==> src/rtl/running_statistics_accumulator_macros.svh <==
// Assertion macros for the running statistics accumulator.
// Used by the top level only; relies on i_clk and i_rst_n in scope.
`ifndef RUNNING_STATISTICS_ACCUMULATOR_MACROS_SVH
`define RUNNING_STATISTICS_ACCUMULATOR_MACROS_SVH

// Same-cycle implication, checked outside reset.
`define RSA_ASSERT_NOW(label, ante, cons, msg) \
    label: assert property (@(posedge i_clk) disable iff (!i_rst_n) (ante) |-> (cons)) \
        else $error(msg);

// Next-cycle implication, checked outside reset.
`define RSA_ASSERT_NEXT(label, ante, cons, msg) \
    label: assert property (@(posedge i_clk) disable iff (!i_rst_n) (ante) |=> (cons)) \
        else $error(msg);

`endif

==> src/rtl/rsa_pkg.sv <==
// Shared types and constants of the running statistics accumulator.
// No dependencies; imported by every module of the block.
package rsa_pkg;

    localparam int SAMPLE_W          = 16;
    localparam int DEFAULT_MAX_COUNT = 65535;
    localparam int COUNT_OUT_W       = 16;
    localparam int VAR_W             = 32;
    localparam int ROOT_W            = VAR_W / 2;
    localparam int IN_TDATA_W        = 16;
    localparam int IN_TUSER_W        = 3;
    localparam int OUT_TDATA_W       = 112;
    localparam int OUT_TUSER_W       = 2;

    typedef enum logic [1:0] {
        STAT_OK  = 2'd0,
        STAT_FEW = 2'd1,
        STAT_SAT = 2'd2
    } t_status;

    typedef enum logic [3:0] {
        S_IDLE,
        S_LOAD,
        S_MEAN,
        S_PROD,
        S_VLOAD,
        S_VAR,
        S_SQLOAD,
        S_ROOT,
        S_OUT
    } t_state;

    typedef struct packed {
        logic acc;
        logic load_mean;
        logic div_step;
        logic mul;
        logic load_var;
        logic load_sqrt;
        logic sqrt_step;
        logic load_out;
    } t_cmd;

    typedef struct packed {
        logic few;
        logic out_free;
    } t_stat;

endpackage

==> src/rtl/rsa_div.sv <==
// Restoring divider, one quotient bit per step, shared by mean and variance.
// Depends on rsa_pkg only for the house import style.
module rsa_div
    import rsa_pkg::*;
#(
    parameter int DVD_W = 46,
    parameter int DVS_W = 16
) (
    input  logic             i_clk,
    input  logic             i_load,
    input  logic             i_step,
    input  logic [DVD_W-1:0] i_dividend,
    input  logic [DVS_W-1:0] i_divisor,
    output logic [DVD_W-1:0] o_quot
);

    logic [DVD_W-1:0] r_quot;
    logic [DVS_W-1:0] r_rem;
    logic [DVS_W-1:0] r_dvs;
    logic [DVS_W:0]   shifted;
    logic             fits;

    assign shifted = {r_rem, r_quot[DVD_W-1]};
    assign fits    = (shifted >= {1'b0, r_dvs});

    always_ff @(posedge i_clk) begin
        if (i_load) begin
            r_quot <= i_dividend;
            r_rem  <= '0;
            r_dvs  <= i_divisor;
        end else if (i_step) begin
            if (fits) begin
                r_rem  <= DVS_W'(shifted - {1'b0, r_dvs});
                r_quot <= {r_quot[DVD_W-2:0], 1'b1};
            end else begin
                r_rem  <= shifted[DVS_W-1:0];
                r_quot <= {r_quot[DVD_W-2:0], 1'b0};
            end
        end
    end

    assign o_quot = r_quot;

endmodule

==> src/rtl/rsa_sqrt.sv <==
// Digit-by-digit integer square root, two radicand bits per step.
// Depends on rsa_pkg for the variance and root widths.
module rsa_sqrt
    import rsa_pkg::*;
(
    input  logic              i_clk,
    input  logic              i_load,
    input  logic              i_step,
    input  logic [VAR_W-1:0]  i_radicand,
    output logic [ROOT_W-1:0] o_root
);

    logic [VAR_W-1:0]  r_rad;
    logic [ROOT_W:0]   r_rem;
    logic [ROOT_W-1:0] r_root;
    logic [ROOT_W+2:0] rem_sh;
    logic [ROOT_W+2:0] trial;

    assign rem_sh = {r_rem, r_rad[VAR_W-1 -: 2]};
    assign trial  = {1'b0, r_root, 2'b01};

    always_ff @(posedge i_clk) begin
        if (i_load) begin
            r_rad  <= i_radicand;
            r_rem  <= '0;
            r_root <= '0;
        end else if (i_step) begin
            r_rad <= {r_rad[VAR_W-3:0], 2'b00};
            if (rem_sh >= trial) begin
                r_rem  <= (ROOT_W+1)'(rem_sh - trial);
                r_root <= {r_root[ROOT_W-2:0], 1'b1};
            end else begin
                r_rem  <= rem_sh[ROOT_W:0];
                r_root <= {r_root[ROOT_W-2:0], 1'b0};
            end
        end
    end

    assign o_root = r_root;

endmodule

==> src/rtl/rsa_dp.sv <==
// Datapath: accumulators, shared divider, product stage, square root, output register.
// Depends on rsa_pkg, rsa_div and rsa_sqrt.
module rsa_dp
    import rsa_pkg::*;
#(
    parameter int MAX_COUNT = DEFAULT_MAX_COUNT
) (
    input  logic                       i_clk,
    input  logic                       i_rst_n,
    input  t_cmd                       i_cmd,
    input  logic signed [SAMPLE_W-1:0] i_sample,
    input  logic                       i_has_sample,
    input  logic                       i_clear_first,
    input  logic                       i_out_ready,
    output t_stat                      o_stat,
    output logic                       o_valid,
    output t_status                    o_status,
    output logic [COUNT_OUT_W-1:0]     o_count,
    output logic [SAMPLE_W-1:0]        o_min,
    output logic [SAMPLE_W-1:0]        o_max,
    output logic [SAMPLE_W-1:0]        o_mean,
    output logic [VAR_W-1:0]           o_var,
    output logic [ROOT_W-1:0]          o_root
);

    localparam int CW    = $clog2(MAX_COUNT + 1);
    localparam int SUM_W = SAMPLE_W + CW;
    localparam int SQ_W  = 2 * SAMPLE_W + CW;

    logic        [CW-1:0]       r_count, base_count, n_count;
    logic signed [SUM_W-1:0]    r_sum, base_sum, n_sum;
    logic        [SQ_W-1:0]     r_sumsq, base_sumsq, n_sumsq;
    logic signed [SAMPLE_W-1:0] r_min, base_min, n_min;
    logic signed [SAMPLE_W-1:0] r_max, base_max, n_max;
    logic signed [2*SAMPLE_W-1:0] sq;
    logic                       take;

    logic [SUM_W-1:0]    sum_mag;
    logic [SAMPLE_W-1:0] mean_mag;
    logic [SAMPLE_W-1:0] r_mean;
    logic [SQ_W-1:0]     r_prod;
    logic [SQ_W-1:0]     num;
    logic [VAR_W-1:0]    var_sat;
    logic [VAR_W-1:0]    r_var;
    logic [SQ_W-1:0]     div_dvd;
    logic [CW-1:0]       div_dvs;
    logic [SQ_W-1:0]     quot;
    logic [ROOT_W-1:0]   root;
    logic                few;

    logic                   r_valid;
    t_status                r_status;
    logic [COUNT_OUT_W-1:0] r_o_count;
    logic [SAMPLE_W-1:0]    r_o_min, r_o_max, r_o_mean;
    logic [VAR_W-1:0]       r_o_var;
    logic [ROOT_W-1:0]      r_o_root;

    // Accumulate: clear first, then add the sample unless the count is saturated.
    always_comb begin
        base_count = i_clear_first ? '0 : r_count;
        base_sum   = i_clear_first ? '0 : r_sum;
        base_sumsq = i_clear_first ? '0 : r_sumsq;
        base_min   = i_clear_first ? '0 : r_min;
        base_max   = i_clear_first ? '0 : r_max;
        sq         = (2*SAMPLE_W)'(i_sample * i_sample);
        take       = i_has_sample && (base_count < CW'(MAX_COUNT));
        n_count    = base_count;
        n_sum      = base_sum;
        n_sumsq    = base_sumsq;
        n_min      = base_min;
        n_max      = base_max;
        if (take) begin
            n_count = base_count + CW'(1);
            n_sum   = base_sum + SUM_W'(i_sample);
            n_sumsq = base_sumsq + SQ_W'(unsigned'(sq));
            if (base_count == '0) begin
                n_min = i_sample;
                n_max = i_sample;
            end else begin
                if (i_sample < base_min) n_min = i_sample;
                if (i_sample > base_max) n_max = i_sample;
            end
        end
    end

    always_ff @(posedge i_clk) begin
        if (!i_rst_n) begin
            r_count <= '0;
            r_sum   <= '0;
            r_sumsq <= '0;
            r_min   <= '0;
            r_max   <= '0;
        end else if (i_cmd.acc) begin
            r_count <= n_count;
            r_sum   <= n_sum;
            r_sumsq <= n_sumsq;
            r_min   <= n_min;
            r_max   <= n_max;
        end
    end

    assign few      = (r_count < CW'(2));
    assign sum_mag  = r_sum[SUM_W-1] ? SUM_W'(-r_sum) : SUM_W'(r_sum);
    assign mean_mag = quot[SAMPLE_W-1:0];
    assign num      = (r_sumsq >= r_prod) ? (r_sumsq - r_prod) : '0;
    assign var_sat  = (|quot[SQ_W-1:VAR_W]) ? '1 : quot[VAR_W-1:0];

    always_comb begin
        if (i_cmd.load_var) begin
            div_dvd = num;
            div_dvs = r_count - CW'(1);
        end else begin
            div_dvd = SQ_W'(sum_mag);
            div_dvs = r_count;
        end
    end

    rsa_div #(
        .DVD_W (SQ_W),
        .DVS_W (CW)
    ) u_div (
        .i_clk      (i_clk),
        .i_load     (i_cmd.load_mean || i_cmd.load_var),
        .i_step     (i_cmd.div_step),
        .i_dividend (div_dvd),
        .i_divisor  (div_dvs),
        .o_quot     (quot)
    );

    rsa_sqrt u_sqrt (
        .i_clk      (i_clk),
        .i_load     (i_cmd.load_sqrt),
        .i_step     (i_cmd.sqrt_step),
        .i_radicand (var_sat),
        .o_root     (root)
    );

    always_ff @(posedge i_clk) begin
        if (i_cmd.mul) begin
            r_mean <= r_sum[SUM_W-1] ? SAMPLE_W'(-mean_mag) : mean_mag;
            r_prod <= SQ_W'(mean_mag * sum_mag);
        end
        if (i_cmd.load_sqrt) begin
            r_var <= var_sat;
        end
    end

    // Output register; the upstream side stays free while a result waits here.
    always_ff @(posedge i_clk) begin
        if (!i_rst_n) begin
            r_valid <= 1'b0;
        end else if (i_cmd.load_out) begin
            r_valid <= 1'b1;
        end else if (i_out_ready) begin
            r_valid <= 1'b0;
        end
    end

    always_ff @(posedge i_clk) begin
        if (i_cmd.load_out) begin
            r_o_count <= COUNT_OUT_W'(r_count);
            r_o_min   <= r_min;
            r_o_max   <= r_max;
            if (few) begin
                r_status <= STAT_FEW;
                r_o_mean <= '0;
                r_o_var  <= '0;
                r_o_root <= '0;
            end else begin
                r_status <= (r_count >= CW'(MAX_COUNT)) ? STAT_SAT : STAT_OK;
                r_o_mean <= r_mean;
                r_o_var  <= r_var;
                r_o_root <= root;
            end
        end
    end

    assign o_stat.few      = few;
    assign o_stat.out_free = !r_valid || i_out_ready;
    assign o_valid  = r_valid;
    assign o_status = r_status;
    assign o_count  = r_o_count;
    assign o_min    = r_o_min;
    assign o_max    = r_o_max;
    assign o_mean   = r_o_mean;
    assign o_var    = r_o_var;
    assign o_root   = r_o_root;

endmodule

==> src/rtl/rsa_ctrl.sv <==
// Controller: sequences accumulate, mean division, product, variance division,
// square root and output load. Depends on rsa_pkg.
module rsa_ctrl
    import rsa_pkg::*;
#(
    parameter int MAX_COUNT = DEFAULT_MAX_COUNT
) (
    input  logic  i_clk,
    input  logic  i_rst_n,
    input  logic  i_in_valid,
    input  logic  i_report,
    input  t_stat i_stat,
    output logic  o_in_ready,
    output t_cmd  o_cmd
);

    localparam int CW        = $clog2(MAX_COUNT + 1);
    localparam int DIV_STEPS = 2 * SAMPLE_W + CW;
    localparam int STEP_W    = $clog2(DIV_STEPS);

    t_state            r_state, n_state;
    logic [STEP_W-1:0] r_step, n_step;

    always_ff @(posedge i_clk) begin
        if (!i_rst_n) begin
            r_state <= S_IDLE;
            r_step  <= '0;
        end else begin
            r_state <= n_state;
            r_step  <= n_step;
        end
    end

    always_comb begin
        n_state    = r_state;
        n_step     = r_step;
        o_in_ready = 1'b0;
        o_cmd      = '0;
        unique case (r_state)
            S_IDLE: begin
                o_in_ready = 1'b1;
                if (i_in_valid) begin
                    o_cmd.acc = 1'b1;
                    if (i_report) n_state = S_LOAD;
                end
            end
            S_LOAD: begin
                o_cmd.load_mean = 1'b1;
                n_step  = '0;
                n_state = i_stat.few ? S_OUT : S_MEAN;
            end
            S_MEAN: begin
                o_cmd.div_step = 1'b1;
                n_step = r_step + STEP_W'(1);
                if (r_step == STEP_W'(DIV_STEPS - 1)) n_state = S_PROD;
            end
            S_PROD: begin
                o_cmd.mul = 1'b1;
                n_state   = S_VLOAD;
            end
            S_VLOAD: begin
                o_cmd.load_var = 1'b1;
                n_step  = '0;
                n_state = S_VAR;
            end
            S_VAR: begin
                o_cmd.div_step = 1'b1;
                n_step = r_step + STEP_W'(1);
                if (r_step == STEP_W'(DIV_STEPS - 1)) n_state = S_SQLOAD;
            end
            S_SQLOAD: begin
                o_cmd.load_sqrt = 1'b1;
                n_step  = '0;
                n_state = S_ROOT;
            end
            S_ROOT: begin
                o_cmd.sqrt_step = 1'b1;
                n_step = r_step + STEP_W'(1);
                if (r_step == STEP_W'(ROOT_W - 1)) n_state = S_OUT;
            end
            S_OUT: begin
                if (i_stat.out_free) begin
                    o_cmd.load_out = 1'b1;
                    n_state = S_IDLE;
                end
            end
            default: begin
                n_state = S_IDLE;
            end
        endcase
    end

endmodule

==> src/rtl/running_statistics_accumulator.sv <==
// Running statistics accumulator. Each input item may clear the set, add one
// signed Q7.8 sample and ask for a report. Items without the report flag are
// taken back to back, so samples stream in at one per clock while no report
// is being worked on. A report item is followed by work before the next item
// is taken, done by one shared restoring divider that produces one quotient
// bit a cycle, used first for the mean and then for the variance, and by a
// square root unit that produces one root bit a cycle. A report over fewer
// than two samples skips that work and gives status 1 with zero mean, variance
// and standard deviation. The result sits in an output register, so the input
// side reopens while a finished result still waits to be taken; only a second
// report stalls on it. Once the count reaches MAX_COUNT further samples are
// dropped and reports carry status 2. Reset (synchronous, active low) clears
// all accumulators. Depends on rsa_pkg, rsa_ctrl, rsa_dp and the assertion
// macro header.
`include "running_statistics_accumulator_macros.svh"

module running_statistics_accumulator
    import rsa_pkg::*;
#(
    parameter int MAX_COUNT = DEFAULT_MAX_COUNT
) (
    input  logic                   i_clk,
    input  logic                   i_rst_n,
    input  logic                   s_axis_tvalid,
    output logic                   s_axis_tready,
    // [15:0] sample
    input  logic [IN_TDATA_W-1:0]  s_axis_tdata,
    // [0] has_sample, [1] clear_first, [2] report
    input  logic [IN_TUSER_W-1:0]  s_axis_tuser,
    output logic                   m_axis_tvalid,
    input  logic                   m_axis_tready,
    // [15:0] sample_count, [31:16] minimum, [47:32] maximum,
    // [63:48] mean_value, [95:64] variance_value, [111:96] std_dev
    output logic [OUT_TDATA_W-1:0] m_axis_tdata,
    // [1:0] status
    output logic [OUT_TUSER_W-1:0] m_axis_tuser
);

    t_cmd                   cmd;
    t_stat                  stat;
    t_status                status;
    logic [COUNT_OUT_W-1:0] count_o;
    logic [SAMPLE_W-1:0]    min_o, max_o, mean_o;
    logic [VAR_W-1:0]       var_o;
    logic [ROOT_W-1:0]      root_o;
    logic                   report_take;
    logic                   out_free;
    logic [4:0]             loads;

    // Sequence the work of one report item.
    rsa_ctrl #(
        .MAX_COUNT (MAX_COUNT)
    ) u_ctrl (
        .i_clk      (i_clk),
        .i_rst_n    (i_rst_n),
        .i_in_valid (s_axis_tvalid),
        .i_report   (s_axis_tuser[2]),
        .i_stat     (stat),
        .o_in_ready (s_axis_tready),
        .o_cmd      (cmd)
    );

    // Hold the accumulators and compute the statistics.
    rsa_dp #(
        .MAX_COUNT (MAX_COUNT)
    ) u_dp (
        .i_clk         (i_clk),
        .i_rst_n       (i_rst_n),
        .i_cmd         (cmd),
        .i_sample      (signed'(s_axis_tdata[SAMPLE_W-1:0])),
        .i_has_sample  (s_axis_tuser[0]),
        .i_clear_first (s_axis_tuser[1]),
        .i_out_ready   (m_axis_tready),
        .o_stat        (stat),
        .o_valid       (m_axis_tvalid),
        .o_status      (status),
        .o_count       (count_o),
        .o_min         (min_o),
        .o_max         (max_o),
        .o_mean        (mean_o),
        .o_var         (var_o),
        .o_root        (root_o)
    );

    assign m_axis_tdata = {root_o, var_o, mean_o, max_o, min_o, count_o};
    assign m_axis_tuser = status;

    assign report_take = s_axis_tvalid && s_axis_tready && s_axis_tuser[2];
    assign out_free    = !m_axis_tvalid || m_axis_tready;
    assign loads       = {cmd.acc, cmd.load_mean, cmd.load_var, cmd.load_sqrt, cmd.load_out};

    // A report item always takes the block busy on the next cycle.
    `RSA_ASSERT_NEXT(a_busy_after_report, report_take, !s_axis_tready, "no stall after report")
    // Never overwrite a result that is still waiting downstream.
    `RSA_ASSERT_NOW(a_load_when_free, cmd.load_out, out_free, "result overwritten")
    // At most one of accumulate and the unit loads per cycle.
    `RSA_ASSERT_NOW(a_one_load, 1'b1, $onehot0(loads), "conflicting datapath loads")
    // Output valid rises only after a result load.
    `RSA_ASSERT_NOW(a_valid_from_load, $rose(m_axis_tvalid), $past(cmd.load_out), "stray valid")

endmodule

==> config.mk <==
export PLATFORM = sky130hd
export DESIGN_NAME = running_statistics_accumulator
export DESIGN_NICKNAME = d
export VERILOG_FILES = /design/src/rtl/rsa_pkg.sv /design/src/rtl/rsa_div.sv /design/src/rtl/rsa_sqrt.sv /design/src/rtl/rsa_dp.sv /design/src/rtl/rsa_ctrl.sv /design/src/rtl/running_statistics_accumulator.sv
export VERILOG_INCLUDE_DIRS = /design/src /design/src/rtl
export SDC_FILE = /design/constraint.sdc
export NUM_CORES = 2
export LEC_CHECK = 0
export CAP_MARGIN = 10
export CORE_ASPECT_RATIO = 2
export CORE_MARGIN = 4
export CORE_UTILIZATION = 65
export CTS_BUF_LIST = sky130_fd_sc_hd__clkbuf_8
export DETAILED_ROUTE_END_ITERATION = 8
export DONT_BUFFER_PORTS = 1
export PLACE_DENSITY = 0.81
export SLEW_MARGIN = 20
export SYNTH_ARGS = -nofsm -noshare
export SYNTH_HDL_FRONTEND = slang
export SYNTH_SLANG_ARGS = --single-unit
==> constraint.sdc <==
create_clock -name i_clk -period 10.8 [get_ports i_clk]
set_clock_uncertainty 0.05 [all_clocks]
set_input_delay 2.16 -clock i_clk [delete_from_list [all_inputs] [get_ports i_clk]]
set_output_delay 2.16 -clock i_clk [all_outputs]
set_load 0.05 [all_outputs]
* Word-level counts from Yosys, hierarchy flattened *
Index checks and enable logic that the tools add are counted.

storage, ports and cells
  flip-flop bits (word level) = 494

operators by class
  add/sub/neg operators = 10
  $mul = 2
  $lt $le $gt $ge = 8
  equal/unequal tests = 16
  multiplexer cells = 51
  reduce and logical (&&, ||, !) cells = 15

operators by type and width
  operator                                              number
  two-way mux 48 bit                                    6
  two-way mux 16 bit                                    13
  two-way mux 32 bit                                    6
  adder 48 x 32 -> 48 bit                               1
  >= comparator 48 bit                                  1
  multiplier 16 x 32 -> 48 bit                          1
  subtractor 48 bit                                     1
  case mux 4 bit (9 select lines)                       1
  adder 32 x 16 -> 32 bit                               1
  multiplier 16 x 16 -> 32 bit                          1
  negator 32 bit                                        1
  two-way mux 4 bit                                     7
  >= comparator 19 x 18 -> 1 bit                        1
  >= comparator 17 x 16 -> 1 bit                        1
  two-way mux 17 bit                                    1
  subtractor 17 bit                                     1
  adder 16 x 1 -> 16 bit (second input constant)        1
  equality test 4 x 3 -> 1 bit (second input constant)  4
  >= comparator 16 bit (second input constant)          1
  > comparator 16 bit                                   1
  logical NOT 16 bit                                    1
  < comparator 16 bit                                   1
  < comparator 16 bit (second input constant)           1
  < comparator 16 x 2 -> 1 bit (second input constant)  1
  23 further kinds                                      47

* Depth between registers and ports, before layout *
  depth in word-level cells = 5
  gate-level depth with buffers = 37
  mapped depth without buffers = 34

* By module *
A second synthesis with hierarchy kept.

second synthesis, totals
  cell total of the unflattened synthesis = 5,751
  area, all modules = 53,981.8 sq um

by module, submodules not included
  module    instances  cells an instance  area an instance (sq um)
  rsa_dp    1          4,953              45,321.0
  rsa_div   1          358                4,285.4
  rsa_sqrt  1          351                3,679.8
  rsa_ctrl  1          89                 695.7

* Worst setup path after synthesis *
No wires, ideal clock.

  kind = input to register
  from = input port s_axis_tdata[1]
  to = register u_dp.r_sumsq[36]
  arrival time = 9.727 ns
  setup slack = 0.952 ns
  cell stages on the path = 33
  path buffers = 3
  cell sequence = clkbuf_1 -> clkbuf_1 -> nand2_1 -> inv_1 -> fa_1 -> inv_1 -> fa_1 -> inv_1 -> fa_1 -> fa_1 -> fa_1 -> inv_1 -> fa_1 -> inv_1 -> ha_1 -> and3_1 -> a221oi_1 -> o211ai_1 -> a21oi_1 -> nor2_1 -> o21ai_0 -> a21boi_0 -> o21ai_0 -> a21oi_1 -> ha_1 -> clkbuf_1 -> nand3_1 -> nor2_1 -> a2111oi_2 -> nand3_1 -> a221oi_2 -> o311ai_0 -> a21oi_1

between the ends
  longest elaborated chain between the ends = 3

RTL lines
  what                          line                                  RTL
  start: declaration            running_statistics_accumulator.sv:27  input logic [IN_TDATA_W-1:0] s_axis_tdata,
  multiplier 16 x 16 -> 32 bit  rsa_dp.sv:65                          sq = (2*SAMPLE_W)'(i_sample * i_sample);
  adder 48 x 32 -> 48 bit       rsa_dp.sv:75                          n_sumsq = base_sumsq + SQ_W'(unsigned'(sq));
  two-way mux 48 bit            rsa_dp.sv:72                          if (take) begin
  end signal: assignment        rsa_dp.sv:96                          r_sumsq <= n_sumsq;
  end: declaration              rsa_dp.sv:32                          logic [SQ_W-1:0] r_sumsq, base_sumsq, n_sumsq;

Every way passes these cells.
A chain may end at the register's enable or synchronous reset.

* Final worst setup path *
  from = register u_dp.r_sum[2]
  to = register u_dp.r_prod[44], data pin

between the ends
  longest elaborated chain between the ends = 3

RTL lines
  what                            line           RTL
  start: declaration              rsa_dp.sv:31   logic signed [SUM_W-1:0] r_sum, base_sum, n_sum;
  start signal: assignment        rsa_dp.sv:95   r_sum <= n_sum;
  negator 32 bit                  rsa_dp.sv:103  assign sum_mag = r_sum[SUM_W-1] ? SUM_W'(-r_sum) : SUM_W'(r_sum);
  two-way mux 32 bit *            rsa_dp.sv:103
  multiplier 16 x 32 -> 48 bit *  rsa_dp.sv:141  r_prod <= SQ_W'(mean_mag * sum_mag);
  end signal: assignment          rsa_dp.sv:141
  end: declaration                rsa_dp.sv:41   logic [SQ_W-1:0] r_prod;

Every way passes the cells marked *; elsewhere a longest branch is shown, timed or not.

==> results.json <==
{
  "gr-usage-all-layers_pct": 36.82,
  "use_met3_pct": 6.758,
  "drv_cap": 0,
  "grt-busiest-layer": "met2",
  "fp.dieW_microns": 210.0,
  "hold_class": "reg -> reg",
  "ys_warn_count": 0,
  "drt_wl_total_mm": 158.6,
  "synth_top_area_share_pct": 24.86,
  "p_per_area_nw_per_um2": 343.2,
  "ys.flop_type": "edfxtp_1",
  "grt_pass1_vias": 45540,
  "clock_sinks": 494,
  "io_pins": 139,
  "cts_resized": 0,
  "critPathMaxFanout": 9,
  "gp_congestion": 1.020,
  "syn_inst": 5728,
  "min_period_over_period_pct": 90.22,
  "fmax_ghz": 0.1026,
  "ys_top_cells_by_area": "fa_1 25%, edfxtp_1 17%, ha_1 9.2%",
  "grt_setup_unrepaired": "no",
  "vdd_drop_max_v": 0.0005408,
  "path_class": "reg -> reg",
  "sw_frac_of_total_pct": 53.05,
  "setup_viol": 0,
  "clkTransAtPathRegs_ns": 0.07,
  "synthTopCellsByCount": "851 x inv_1, 741 x nand2_1, 659 x fa_1, 389 x ha_1, 306 x edfxtp_1",
  "p_comb_share_pct": 78.8,
  "first_iter_violations": 3474,
  "layout-drive-gt1-share_pct": 5.699,
  "rows": 148,
  "cts_tree": "built",
  "die_area_sq_um": 86550,
  "use_met2_pct": 65.46,
  "synth.cell_area_sq_um": 53060,
  "start_kind": "flip-flop",
  "initial_core_util_pct": 65.42,
  "arrival_ns": 10.15,
  "cts-buffers-inserted": 73,
  "power.share.sequential_pct": 12.2,
  "ys_types": 96,
  "portBuffers": 0,
  "synth-edff-count": 306,
  "clkLatencyLatePin_ns": 0.73,
  "p_leak_nw": 24.64,
  "synth-seq-area-share_pct": 24.41,
  "pwr-share-clk_pct": 9.0,
  "ys_ff_latch": 494,
  "htreeDepth": 3,
  "nets": 6698,
  "status": "finished, final reports clean",
  "antenna_found_initial": 5,
  "internal_power_mw": 8.984,
  "p_switching_mw": 10.15,
  "slew_headroom_pct": 19.45,
  "syn_area_per_cell_sq_um": 9.263,
  "yosysMostFrequentCell": "inv_1",
  "synth_top_area_cell": "fa_1",
  "vias": 42600,
  "route.detailed.drc": 0,
  "die_h_microns": 412.1,
  "report.final.slew_viol_count": 0,
  "synth_fp_nets": 6799,
  "ant_nets": 0,
  "area_growth_pct": 5.077,
  "async_reset_ff_share_pct": 0,
  "report.power.total_mw": 19.14,
  "tns_ns": 0,
  "post_cts_buffers": 0,
  "final-hold-violation-count": 0,
  "grt_pass1_wl_mm": 245.5,
  "grt-ovfl-total": 0,
  "core-area_sq_um": 81110,
  "routedWlPerCell_microns": 23.54,
  "drtPass1Iterations": 8,
  "fin_util_pct": 68.74,
  "crit_path_end_kind": "flip-flop",
  "grt_max_degree": 116,
  "cts_buffer_depth": 3,
  "dp_hpwl_mm": 121.4,
  "vias_per_cell": 6.323,
  "cts.hold.buffers_added": 0,
  "root_buffer": "clkbuf_8",
  "cp.required_ns": 11.21,
  "dp_cells": 6602,
  "stdcell_count": 6737,
  "post-route-min-period_ns": 9.744,
  "grt.met1_usage_pct": 35.01,
  "max_slew.worst_pin.slew_ns": 1.202
}
state kept, by name, summed over array words and instances, names as in the netlist, 17 cells and up:
| register | count |
|---|---|
| u_dp.o_var | 32 |
| u_dp.r_prod | 48 |
| u_dp.r_sum | 32 |
| u_dp.r_sumsq | 48 |
| u_dp.r_var | 32 |
| u_dp.u_div.o_quot | 48 |
| u_dp.u_sqrt.r_rad | 32 |
| u_dp.u_sqrt.r_rem | 17 |
placed cells by master, fill, tap and decap left out, drive strengths merged, types with 188 or more instances in the layout:
cell	n
inv	867
nand2	741
fa	659
ha	389
edfxtp	306
nor2	287
a21oi	253
and2	229
o21ai	216
xnor2	193
dfxtp	188
stage by stage:
stage / setup WS [ns] / cell area, sq um / hold WS [ns]
finish: 1.056 / 55750 / 0.4095
global route: 0.5821 / 55750 / 0.4274
CTS: 1.177 / 55740 / 0.4071
detailed placement: 0.5573 / 54130 / 0.3933
global placement: 0.6262 / 54130 / 0.3891
floorplan: 0.9525 / 53060 / 0.3529
power groups by stage:
| stage | Sequential [mW] | Clock [mW] | Combinational [mW] |
|---|---|---|---|
| detailed placement | 2.37 | 0 | 14.6 |
| global placement | 2.36 | 0 | 14.4 |
| floorplan | 2.33 | 0 | 10.7 |
| global route | 2.33 | 1.82 | 16.5 |
| finish | 2.33 | 1.73 | 15.1 |
| CTS | 2.32 | 1.75 | 14.8 |
kinds of logic (layout without fill, tap and decap cells):
group | after synthesis | in the layout | synth area share, %
AND/OR/NAND/NOR | 1776 | 1776 | 16.00
buffers and inverters | 1114 | 1071 | 7.914
adder cells (fa/ha/maj) | 1048 | 1048 | 34.04
AO/OA/AOI/OAI | 967 | 967 | 11.98
flip-flops | 494 | 494 | 24.41
XOR/XNOR | 264 | 264 | 4.358
multiplexers | 65 | 65 | 1.299
other | 0 | 2 | 0
cell type report:
cell class | count | area [sq um]
Timing Repair Buffer | 84 | 634.4
Clock inverter | 53 | 509.2
Sequential cell | 494 | 12950
Antenna cell | 2 | 5.005
Inverter | 854 | 3207
Tap cell | 1050 | 1314
Fill cell | 6317 | 25350
Multi-Input combinational cell | 4120 | 36030
Clock buffer | 80 | 1101
routing by layer:
metal  routed length, microns  up-vias  part of all wire, %
li1                         -    18600                    -
met1                    47520    20850                   30
met2                    80410     2162                   51
met5                       21        -                0.013
met4                    19610        4                   12
met3                    11010      989                  6.9
path summary, 6_finish.rpt:
path	from	to	slack, ns	depth (start not counted)
worst max register to register	u_dp.r_sum[2]$_SDFFE_PN0P_	u_dp.r_prod[44]$_DFFE_PP_	1.06	27
worst max-delay path	u_dp.r_sum[2]$_SDFFE_PN0P_	u_dp.r_prod[44]$_DFFE_PP_	1.06	27
worst min-delay path	u_dp.r_max[5]$_SDFFE_PN0P_	u_dp.o_max[5]$_DFFE_PP_	0.41	0
worst min register to register	u_dp.r_max[5]$_SDFFE_PN0P_	u_dp.o_max[5]$_DFFE_PP_	0.41	0
worst max-delay path: stages (launching register included):
cell and delay (ns):
dfxtp_1 0.43, nor4_2 0.49, nand3_1 0.45, nand2b_1 0.33
or3_1 0.42, o31ai_1 0.34, xnor2_2 0.29, buf_4 0.34
nand2_1 0.11, fa_1 0.56, inv_1 0.06, fa_1 0.53
inv_1 0.05, fa_1 0.49, fa_1 0.55, fa_1 0.51
inv_1 0.05, fa_1 0.63, ha_1 0.54, nand3_1 0.22
nor3_1 0.47, nand2_1 0.10, o211ai_1 0.16, a21oi_1 0.13
o311ai_0 0.70, a31o_2 0.26, a21oi_1 0.07, xnor2_1 0.13
No activity file was read; power rests on OpenSTA's default activity.
